### config.mk
export PLATFORM = sky130hd
export DESIGN_NAME = hashed_random_key_string_gen_core
export DESIGN_NICKNAME = d
export VERILOG_FILES = /design/src/sv/hrksg_pkg.sv /design/src/sv/hashed_random_key_string_gen_core.sv
export SDC_FILE = /design/constraint.sdc
export NUM_CORES = 2
export LEC_CHECK = 0
export BUFFER_PORTS_ARGS = -buffer_cell sky130_fd_sc_hd__clkbuf_2
export CAP_MARGIN = 20
export CORE_MARGIN = 4
export CORE_UTILIZATION = 40
export DETAILED_ROUTE_END_ITERATION = 6
export HOLD_SLACK_MARGIN = 0.12
export PLACE_DENSITY = 0.66
export SKIP_CTS_REPAIR_TIMING = 1
export SLEW_MARGIN = 40
export SYNTH_ARGS = -nofsm -noshare
export SYNTH_HDL_FRONTEND = slang
export SYNTH_SLANG_ARGS = --single-unit
### constraint.sdc
create_clock -name i_clk -period 8.5 [get_ports i_clk]
set_input_delay 0.425 -clock i_clk [delete_from_list [all_inputs] [get_ports i_clk]]
set_output_delay 0.425 -clock i_clk [all_outputs]
set_load 0.01 [all_outputs]
### src/sv/hrksg_pkg.sv
// Package with the constants and tables of the hashed random key string generator.
package hrksg_pkg;

    localparam int unsigned HRK_MAX_BYTES = 512;
    localparam int unsigned LEN_W         = 10;
    localparam int unsigned NUM_W         = 7;

    localparam logic [63:0] GOLDEN = 64'h9e3779b97f4a7c13;

    localparam logic [7:0] CHUNK_5 = 8'd248;
    localparam logic [7:0] CHUNK_4 = 8'd120;
    localparam logic [7:0] CHUNK_3 = 8'd56;
    localparam logic [7:0] CHUNK_2 = 8'd24;
    localparam logic [7:0] CHUNK_1 = 8'd8;

    // Roles of the mix lines: which of a, b, c is updated.
    typedef enum logic [1:0] {
        ROLE_A = 2'd0,
        ROLE_B = 2'd1,
        ROLE_C = 2'd2
    } t_role;

    // Subsets of five randoms, ordered by size and then lexicographically.
    function automatic logic [4:0] f_subset(input logic [4:0] idx);
        logic [4:0] s;
        unique case (idx)
            5'd0:  s = 5'h01;
            5'd1:  s = 5'h02;
            5'd2:  s = 5'h04;
            5'd3:  s = 5'h08;
            5'd4:  s = 5'h10;
            5'd5:  s = 5'h03;
            5'd6:  s = 5'h05;
            5'd7:  s = 5'h09;
            5'd8:  s = 5'h11;
            5'd9:  s = 5'h06;
            5'd10: s = 5'h0A;
            5'd11: s = 5'h12;
            5'd12: s = 5'h0C;
            5'd13: s = 5'h14;
            5'd14: s = 5'h18;
            5'd15: s = 5'h07;
            5'd16: s = 5'h0B;
            5'd17: s = 5'h13;
            5'd18: s = 5'h0D;
            5'd19: s = 5'h15;
            5'd20: s = 5'h19;
            5'd21: s = 5'h0E;
            5'd22: s = 5'h16;
            5'd23: s = 5'h1A;
            5'd24: s = 5'h1C;
            5'd25: s = 5'h0F;
            5'd26: s = 5'h17;
            5'd27: s = 5'h1B;
            5'd28: s = 5'h1D;
            5'd29: s = 5'h1E;
            default: s = 5'h1F;
        endcase
        return s;
    endfunction

    // Shift amount of each of the twelve mix lines.
    function automatic logic [5:0] f_shift(input logic [3:0] step);
        logic [5:0] amt;
        unique case (step)
            4'd0:  amt = 6'd43;
            4'd1:  amt = 6'd9;
            4'd2:  amt = 6'd8;
            4'd3:  amt = 6'd38;
            4'd4:  amt = 6'd23;
            4'd5:  amt = 6'd5;
            4'd6:  amt = 6'd35;
            4'd7:  amt = 6'd49;
            4'd8:  amt = 6'd11;
            4'd9:  amt = 6'd12;
            4'd10: amt = 6'd18;
            default: amt = 6'd22;
        endcase
        return amt;
    endfunction

    function automatic logic [63:0] f_mask(input logic [1:0] sel);
        logic [63:0] m;
        unique case (sel)
            2'd0: m = 64'h3f3f3f3f3f3f3f3f;
            2'd1: m = 64'h4f4f4f4f4f4f4f4f;
            2'd2: m = 64'h5f5f5f5f5f5f5f5f;
            default: m = 64'h6f6f6f6f6f6f6f6f;
        endcase
        return m;
    endfunction

    function automatic logic [63:0] f_set(input logic [1:0] sel);
        logic [63:0] v;
        unique case (sel)
            2'd0: v = 64'h3030303030303030;
            2'd1: v = 64'h4040404040404040;
            2'd2: v = 64'h5050505050505050;
            default: v = 64'h6060606060606060;
        endcase
        return v;
    endfunction

endpackage

### src/sv/hashed_random_key_string_gen_core.sv
// Top level of the hashed random key string generator.
//
// An item on the input channel (i_in_valid / o_in_ready) carries a seed and
// a byte length; the block answers with the key string as a series of
// 64-bit words on the output channel (o_out_valid / i_out_ready), first
// string byte in bits 7:0, o_byte_count valid bytes, o_last on the final
// word. A length of zero gives no words; lengths above MAX_BYTES saturate.
// The block takes one item at a time and drops o_in_ready until its last
// word has been loaded into the output register.
// Timing is set by one shared mix unit that does one mix line per cycle:
// each random takes one load and twelve lines. A chunk then takes one pick
// state, a load and twelve lines per random, and a scan of the subset
// slots (31 for five randoms, 26 for four, 16 for three, 6 for two, 1 for
// one). A stall on the output holds the sequencer at the word that waits
// to be sent.
// Reset clears the sequencer and the output valid; no clearing pass runs.
module hashed_random_key_string_gen_core
    import hrksg_pkg::*;
#(
    parameter int unsigned MAX_BYTES = HRK_MAX_BYTES
) (
    input  logic              i_clk,
    input  logic              i_rst_n,
    input  logic              i_in_valid,
    output logic              o_in_ready,
    input  logic [63:0]       i_seed,
    input  logic [LEN_W-1:0]  i_byte_length,
    output logic              o_out_valid,
    input  logic              i_out_ready,
    output logic [63:0]       o_word,
    output logic [3:0]        o_byte_count,
    output logic              o_last
);

    localparam logic [LEN_W-1:0] MaxLen = LEN_W'(MAX_BYTES);

    typedef enum logic [2:0] {
        S_IDLE,
        S_PICK,
        S_LOAD,
        S_HASH,
        S_EMIT,
        S_TAIL
    } t_state;

    t_state           r_state;
    logic [63:0]      r_seed;
    logic [1:0]       r_sel;
    logic [LEN_W-1:0] r_len;
    logic [NUM_W-1:0] r_n;
    logic [2:0]       r_k;
    logic [7:0]       r_chunk;
    logic             r_tail;
    logic [2:0]       r_ridx;
    logic [4:0]       r_i;
    logic [63:0]      r_a;
    logic [63:0]      r_b;
    logic [63:0]      r_c;
    logic [3:0]       r_step;
    t_role            r_role;
    logic [63:0]      r_rd [5];
    logic             r_out_valid;
    logic [63:0]      r_word;
    logic [3:0]       r_byte_count;
    logic             r_last;

    // Shared mix unit: one line x -= y; x -= z; x ^= (z shifted) per cycle.
    logic [63:0] mix_x;
    logic [63:0] mix_y;
    logic [63:0] mix_z;
    logic [63:0] mix_sh;
    logic [63:0] mix_out;
    logic [5:0]  mix_amt;

    always_comb begin
        mix_amt = f_shift(r_step);
        unique case (r_role)
            ROLE_A: begin
                mix_x = r_a;
                mix_y = r_b;
                mix_z = r_c;
            end
            ROLE_B: begin
                mix_x = r_b;
                mix_y = r_c;
                mix_z = r_a;
            end
            default: begin
                mix_x = r_c;
                mix_y = r_a;
                mix_z = r_b;
            end
        endcase
        mix_sh  = (r_role == ROLE_B) ? (mix_z << mix_amt) : (mix_z >> mix_amt);
        mix_out = (mix_x - mix_y - mix_z) ^ mix_sh;
    end

    // Subset selection for chunk output.
    logic [4:0]  sub;
    logic [5:0]  sub_lim;
    logic        sub_ok;
    logic        sub_full;
    logic [63:0] sub_xor;
    logic [63:0] pat_mask;
    logic [63:0] pat_set;
    logic [63:0] tail_keep;
    logic        out_free;
    logic [LEN_W-1:0] len_left;
    logic [LEN_W-1:0] len_sat;

    always_comb begin
        sub      = f_subset(r_i);
        sub_lim  = 6'd1 << r_k;
        sub_ok   = {1'b0, sub} < sub_lim;
        sub_full = ({1'b0, sub} == (sub_lim - 6'd1));
        sub_xor  = '0;
        for (int j = 0; j < 5; j++) begin
            if (sub[j]) begin
                sub_xor = sub_xor ^ r_rd[j];
            end
        end
        pat_mask  = f_mask(r_sel);
        pat_set   = f_set(r_sel);
        tail_keep = ~(64'hFFFF_FFFF_FFFF_FFFF << {r_len[2:0], 3'b000});
        out_free  = !r_out_valid || i_out_ready;
        len_left  = r_len - LEN_W'(r_chunk);
        len_sat   = (i_byte_length > MaxLen) ? MaxLen : i_byte_length;
    end

    always_ff @(posedge i_clk) begin
        if (!i_rst_n) begin
            r_state     <= S_IDLE;
            r_out_valid <= 1'b0;
        end else begin
            if (i_out_ready) begin
                r_out_valid <= 1'b0;
            end
            unique case (r_state)
                S_IDLE: begin
                    if (i_in_valid) begin
                        r_seed <= i_seed;
                        r_sel  <= i_seed[5:4];
                        r_len  <= len_sat;
                        r_n    <= '0;
                        if (len_sat != '0) begin
                            r_state <= S_PICK;
                        end
                    end
                end
                S_PICK: begin
                    r_ridx <= '0;
                    r_i    <= '0;
                    r_tail <= 1'b0;
                    r_state <= S_LOAD;
                    priority if (r_len >= LEN_W'(CHUNK_5)) begin
                        r_k     <= 3'd5;
                        r_chunk <= CHUNK_5;
                    end else if (r_len >= LEN_W'(CHUNK_4)) begin
                        r_k     <= 3'd4;
                        r_chunk <= CHUNK_4;
                    end else if (r_len >= LEN_W'(CHUNK_3)) begin
                        r_k     <= 3'd3;
                        r_chunk <= CHUNK_3;
                    end else if (r_len >= LEN_W'(CHUNK_2)) begin
                        r_k     <= 3'd2;
                        r_chunk <= CHUNK_2;
                    end else if (r_len >= LEN_W'(CHUNK_1)) begin
                        r_k     <= 3'd1;
                        r_chunk <= CHUNK_1;
                    end else begin
                        r_k     <= 3'd1;
                        r_chunk <= '0;
                        r_tail  <= 1'b1;
                    end
                end
                S_LOAD: begin
                    r_a     <= r_seed + 64'(r_n);
                    r_b     <= 64'(r_n);
                    r_c     <= GOLDEN;
                    r_step  <= '0;
                    r_role  <= ROLE_A;
                    r_state <= S_HASH;
                end
                S_HASH: begin
                    unique case (r_role)
                        ROLE_A:  r_a <= mix_out;
                        ROLE_B:  r_b <= mix_out;
                        default: r_c <= mix_out;
                    endcase
                    unique case (r_role)
                        ROLE_A:  r_role <= ROLE_B;
                        ROLE_B:  r_role <= ROLE_C;
                        default: r_role <= ROLE_A;
                    endcase
                    r_step <= r_step + 4'd1;
                    if (r_step == 4'd11) begin
                        r_rd[r_ridx] <= mix_out;
                        r_n          <= r_n + NUM_W'(1);
                        if ({1'b0, r_ridx} + 4'd1 < {1'b0, r_k}) begin
                            r_ridx  <= r_ridx + 3'd1;
                            r_state <= S_LOAD;
                        end else if (r_tail) begin
                            r_state <= S_TAIL;
                        end else begin
                            r_state <= S_EMIT;
                        end
                    end
                end
                S_EMIT: begin
                    if (!sub_ok) begin
                        r_i <= r_i + 5'd1;
                    end else if (out_free) begin
                        r_out_valid  <= 1'b1;
                        r_word       <= (sub_xor & pat_mask) | pat_set;
                        r_byte_count <= 4'd8;
                        r_last       <= sub_full && (len_left == '0);
                        if (sub_full) begin
                            r_len   <= len_left;
                            r_state <= (len_left == '0) ? S_IDLE : S_PICK;
                        end else begin
                            r_i <= r_i + 5'd1;
                        end
                    end
                end
                S_TAIL: begin
                    // The tail random gives only its low len bytes.
                    if (out_free) begin
                        r_out_valid  <= 1'b1;
                        r_word       <= ((r_rd[0] & pat_mask) | pat_set) & tail_keep;
                        r_byte_count <= {1'b0, r_len[2:0]};
                        r_last       <= 1'b1;
                        r_len        <= '0;
                        r_state      <= S_IDLE;
                    end
                end
                default: begin
                    r_state <= S_IDLE;
                end
            endcase
        end
    end

    assign o_in_ready   = (r_state == S_IDLE);
    assign o_out_valid  = r_out_valid;
    assign o_word       = r_word;
    assign o_byte_count = r_byte_count;
    assign o_last       = r_last;

endmodule

* Yosys cells after proc, flatten, opt, wreduce, memory -nomap -nowiden *
Memories as Yosys holds them, arrays and structs flattened. A register that Yosys moved wholly into a read port is not among the register bits.
Cells that the tools add are included.
Widths: inputs -> output; s select.

operators by class
  add/subtract/negate cells = 10
  reduce and logical (&&, ||, !) cells = 30
  magnitude comparators = 8
  shifts and indexed selects = 4
  equal/unequal tests = 23
  bitwise gates (word level) = 11
  muxes and demuxes = 75

operators with widths
  cell                   number
  $pmux 64 s2            7
  $mux 64                12
  $pmux 63 s3            2
  $xor 64x64->64         5
  $and 64x64->64         3
  $or 64x64->64          2
  $sub 64x64->64         2
  $add 64x7->64          1
  $not 64->64            1
  $shl 64x6->64          1
  $shl 64x6->64 const A  1
  $shr 64x6->64          1
  $mux 10                6
  $mux 3                 10
  $pmux 10 s3            1
  $mux 4                 5
  $mux 5                 4
  $ne 2x2->1 const B     9
  $pmux 3 s6             1
  $pmux 4 s2             2
  $mux 1                 14
  $mux 7                 2
  $pmux 7 s2             1
  $reduce_and 7->1       2
  other kinds (46)       66

word-level totals
  memories = 3
  register bits after elaboration = 374
  bits in writable memories = 320
  word-level logic and storage cells = 187
  bits in read-only memories = 256
  output and inout bits = 71

memory list
  memory            words  width  read ports  clocked after memory_dff  write ports  RTL line                                 text
  r_rd              5      64     5           0                         1            hashed_random_key_string_gen_core.sv:61  logic [63:0] r_rd [5];
  (name not given)  32     5      1           1                         0            hrksg_pkg.sv:26                          unique case (idx)
  (name not given)  16     6      1           1                         0            hrksg_pkg.sv:65                          unique case (step)

* Logic depth before layout (Yosys ltp) *
An unclocked memory read counts as a cell.

  depth after elaboration = 15
  mapped depth = 24
  mapped depth without buffers = 16

* Least setup slack after synthesis *
OpenSTA, ideal clock, no wires.

  path kind = register to register
  start = reg r_role[1]
  end = reg r_a[51], data pin
  clock period less this slack = 6.098 ns
  slack = 2.402 ns
  data arrival time = 5.839 ns
  library setup time = 0.260 ns
  cell stages (with the launch flop) = 23
  cell sequence = edfxtp_1 buf_4 clkbuf_1 clkbuf_1 buf_2 buf_1 clkbuf_1 clkbuf_1 clkbuf_1 a21oi_1 fa_1 inv_1 ha_1 clkbuf_1 a21oi_1 o221ai_1 a2111oi_0 o21ai_0 a221oi_1 nand2_1 a311oi_1 xnor3_1 mux2_2

on the way
  cells in the longest elaborated chain, start to end = 7

ends and longest elaborated chain
  what                                           RTL line                                                                          text
  from (decl)                                    hashed_random_key_string_gen_core.sv:60                                           t_role r_role;
  from (signal assigned)                         hashed_random_key_string_gen_core.sv:181                                          r_role <= ROLE_A;
  from (signal assigned)                         hashed_random_key_string_gen_core.sv:191                                          ROLE_A: r_role <= ROLE_B;
  from (signal assigned)                         hashed_random_key_string_gen_core.sv:192                                          ROLE_B: r_role <= ROLE_C;
  $eq 2x1->1 or $logic_not 2->1 (tied branches)  hashed_random_key_string_gen_core.sv:77, hashed_random_key_string_gen_core.sv:94
  $pmux 64 s2                                    hashed_random_key_string_gen_core.sv:77                                           unique case (r_role)
  $sub 64x64->64 (tied with other cells)         hashed_random_key_string_gen_core.sv:95                                           mix_out = (mix_x - mix_y - mix_z) ^ mix_sh;
  $sub 64x64->64 or $mux 64 (tied branches)      hashed_random_key_string_gen_core.sv:95, hashed_random_key_string_gen_core.sv:94
  $xor 64x64->64 *                               hashed_random_key_string_gen_core.sv:95
  net mix_out[51]                                hashed_random_key_string_gen_core.sv:72                                           logic [63:0] mix_out;
  $mux 64 *                                      hashed_random_key_string_gen_core.sv:185                                          unique case (r_role)
  $pmux 64 s2 *                                  hashed_random_key_string_gen_core.sv:138                                          unique case (r_state)
  to (signal assigned)                           hashed_random_key_string_gen_core.sv:177                                          r_a <= r_seed + 64'(r_n);
  to (signal assigned)                           hashed_random_key_string_gen_core.sv:186                                          ROLE_A: r_a <= mix_out;
  to (decl)                                      hashed_random_key_string_gen_core.sv:56                                           logic [63:0] r_a;

Mark *: on every way through the listed nets, which the timed path passes. The rest lies on a longest branch. The select of a mux whose other input is x is not followed.
A chain may end at the register's enable or synchronous reset.

* Final worst setup path *
  start = reg r_role[1]
  end = mem r_rd[0][58], data pin

on the way
  cells in the longest elaborated chain, start to end = 5

ends and longest elaborated chain
  what                                           RTL line
  $eq 2x1->1 or $logic_not 2->1 (tied branches)  hashed_random_key_string_gen_core.sv:77, hashed_random_key_string_gen_core.sv:94
  $pmux 64 s2                                    hashed_random_key_string_gen_core.sv:77
  $sub 64x64->64 (tied with other cells)         hashed_random_key_string_gen_core.sv:95
  $sub 64x64->64 or $mux 64 (tied branches)      hashed_random_key_string_gen_core.sv:95, hashed_random_key_string_gen_core.sv:94
  $xor 64x64->64 *                               hashed_random_key_string_gen_core.sv:95
  net mix_out[58]                                hashed_random_key_string_gen_core.sv:72
  to (decl)                                      hashed_random_key_string_gen_core.sv:61

Mark *: on every way through the listed nets, which the timed path passes. The rest lies on a longest branch.

==> reports/results.ini <==
[outcome]
status=completed

[clocking]
worstSkewPairLatency_ns=0.63
clk_pin_slew_ns=0.06
numCtsBuffers=55
cts_buffer_depth=3
cts.sinks=531
ctsRootBufferMaster=clkbuf_16
cts_tree=yes
htreeDepth=2

[synth]
yosysSeqAreaShare_pct=35.9
synth.largest_area_cell=edfxtp_1
synth_seq_cells=531
synth-main-ff-cell=edfxtp_1
syn_inst=4452
syn_area_per_cell_um2=9.88
yosys_warnings=0
synth-edff-count=516
synth_area_mm2=0.0440
post_synth_num_cell_types=92
async_flop_share_pct=0
synth.area.top_cells=edfxtp_1 (35%), mux4_2 (9.5%), mux2i_1 (7.1%)
yosysTopAreaCellShare_pct=35.2

[pwr]
p_int_uw=7610
p_sw_share_pct=46.9
ir_worst_vdd_uv=178
p_sw_uw=6710
power_frac_comb_pct=56.9
clock_power_share_pct=17.5
p_leak_uw=0.0186
p_per_area_mw_per_mm2=293
seqPwrFrac_pct=25.6

[timing]
clock.fmax_mhz=149
skew_ns=0.0160
period_minus_slack_ns=6.73
max-slew-margin-rel_pct=31.1
hold_violations=0
rsz0062_at_grt=no
setup_viol_count_final=0
period_share_pct=79.2
worst_pin_slew_ns=1.03
maxSlewViolCount=0
setup_ws_ns=1.77
totalNegativeSetupSlack_ns=0
hold_ws_ns=0.154

[route]
vias=37300
routed_wirelength_mm=167
drt_iter0_markers=4528
drc_errors=0
via_per_inst=6.25
first_pass_iters=7
drtAntennaViolNets=0
wl_per_cell_um=27.9

[cells_and_area]
nNetsFinal=4757
fillers=10300
instances_no_fill=5977
drive_gt1_share_pct=15.5
area_growth_pct=11.0

[floorplan]
rows=121
top_level_ports=149
die_w_um=340
die_area_mm2=0.115
chipHeight_um=340
design.core.area_mm2=0.109
start_util_pct=40.3

[run]
drv_cap=0

[critical_path]
startpoint_type=register
arrival_ns=7.07
end_kind=register
r2r.worst_path.cells=16
required_ns=8.84
path_max_fanout=38
worstSetupPathType=register to register

[placed_design]
place_inst=5799
hpwl_mm=126
port_buffers=140
place_congestion=1.03
place_ws_ns=1.88

[global_route]
grt_overflow=0
grt_usage_pct=27.8
antenna_found_initial=3
grt_max_degree=216
grt_pass1_vias=35300
grt_pass1_wl_mm=242

[min_path]
hold_path_class=input port to register
min_path_cells=2

-- per-layer routing --
metal	share of wire [%]	GRT usage, %	routed length [um]	vias up
met1	41	37.8	68600	18600
met3	9.0	5.73	15000	384
met4	5.9	13.4	9890	0
met5	0	0	0	-
li1	-	-	-	16500
met2	44	42.5	73300	1940
-- power by group through the flow --
stage / registers [uW] / logic, uW / clock network (uW)
6_report: 3660 / 8150 / 2510
5_1_grt: 3680 / 8560 / 2650
4_1_cts: 3660 / 7910 / 2540
3_5_place_dp: 3710 / 7870 / 0
3_3_place_gp: 3710 / 7760 / 0
2_1_floorplan: 3590 / 5070 / 0
-- cell families after synthesis --
group / after synthesis / synth area share [%]
adder cells (fa/ha/maj): 167 / 5.85
AO/OA/AOI/OAI: 1008 / 14.9
AND/OR/NAND/NOR: 1254 / 12.3
XOR/XNOR: 310 / 6.25
flip-flops: 531 / 35.9
other: 1 / 0.00853
buffers and inverters: 580 / 5.39
multiplexers: 601 / 19.4
-- path summary, 6_finish.rpt --
check / slack (ns) / endpoint / start
worst max-delay path: 1.77 / r_rd[0][58]$_DFFE_PP_ / r_role[1]$_SDFFCE_PP0P_
worst min-delay path: 0.15 / r_len[7]$_DFFE_PP_ / i_byte_length[7]
worst max register to register: 1.77 / r_rd[0][58]$_DFFE_PP_ / r_role[1]$_SDFFCE_PP0P_
worst min register to register: 0.58 / o_word[25]$_DFFE_PP_ / r_rd[0][25]$_DFFE_PP_
-- layout by cell type (no fill, tap or decap), drive strengths merged, types with 39 or more instances in the layout --
cell type      n
mux2         102
buf           91
nor2         403
clkbuf       202
xnor2        212
mux2i        312
o211ai        44
a211oi        42
mux4         187
o21ai        275
a21o          39
nand3         71
nand2        522
nor3          51
ha           101
o22ai         40
edfxtp       516
inv          280
fa            65
nand2b        39
xor2          96
a21oi        256
dlygate4sd3   69
-- sequential cells by signal, summed over array words and instances, names as in the netlist --
register	flops
r_k	3
mix_amt	6
r_c	64
r_n	7
r_chunk	4
r_i	5
r_len	10
o_byte_count	4
o_out_valid	1
r_state	3
r_b	64
r_role	2
r_rd	160
r_seed	64
r_ridx	3
o_word	56
o_last	1
r_a	64
r_tail	1
sub	5
r_step	4
-- synth_stat cells (40+ instances only) --
cell type  count
a21oi_1      256
edfxtp_1     516
a211oi_1      40
inv_1        270
clkbuf_1     184
buf_2         72
o21ai_0      257
ha_1         101
xor2_1        96
xnor2_1      211
nor2_1       402
o22ai_1       40
nand3_1       71
nand2_1      522
mux2i_1      310
nor3_1        51
fa_1          65
o211ai_1      44
mux4_2       186
mux2_2        91
-- area by class of cell --
cell class | instances | area, um2 | share of cell area [%]
antenna | 3 | 7.51 | 0.0154
clock buffer | 62 | 1450 | 2.98
clock inverter | 42 | 425 | 0.871
inverter | 276 | 1050 | 2.14
multi-input combinational | 3348 | 26100 | 53.5
sequential | 531 | 15800 | 32.4
tap | 1414 | 1770 | 3.62
timing repair buffer | 301 | 2200 | 4.50
-- worst max-delay path: stages (launching register included) --
cell and delay, ns:
edfxtp_1 0.46, inv_4 0.51, buf_4 0.44, mux2i_1 0.70
inv_1 0.19, fa_1 0.55, inv_1 0.05, ha_1 0.38
o21ai_0 0.13, a221oi_1 0.34, a2bb2oi_1 0.66, a32o_1 0.43
o21ai_0 0.26, o21ai_0 0.56, a31oi_1 0.19, xnor2_1 0.39
inv_1 0.16
-- per-stage QoR --
step | util (%) | instance area [um2] | total power [uW]
global placement | 42.2 | 46000 | 11500
finish | 44.8 | 48800 | 14300
floorplan | - | 44000 | 8650
CTS | 44.1 | 48000 | 14100
detailed placement | 42.4 | 46200 | 11600
global route | 44.8 | 48800 | 14900
Power figures use the tool's default switching activity.
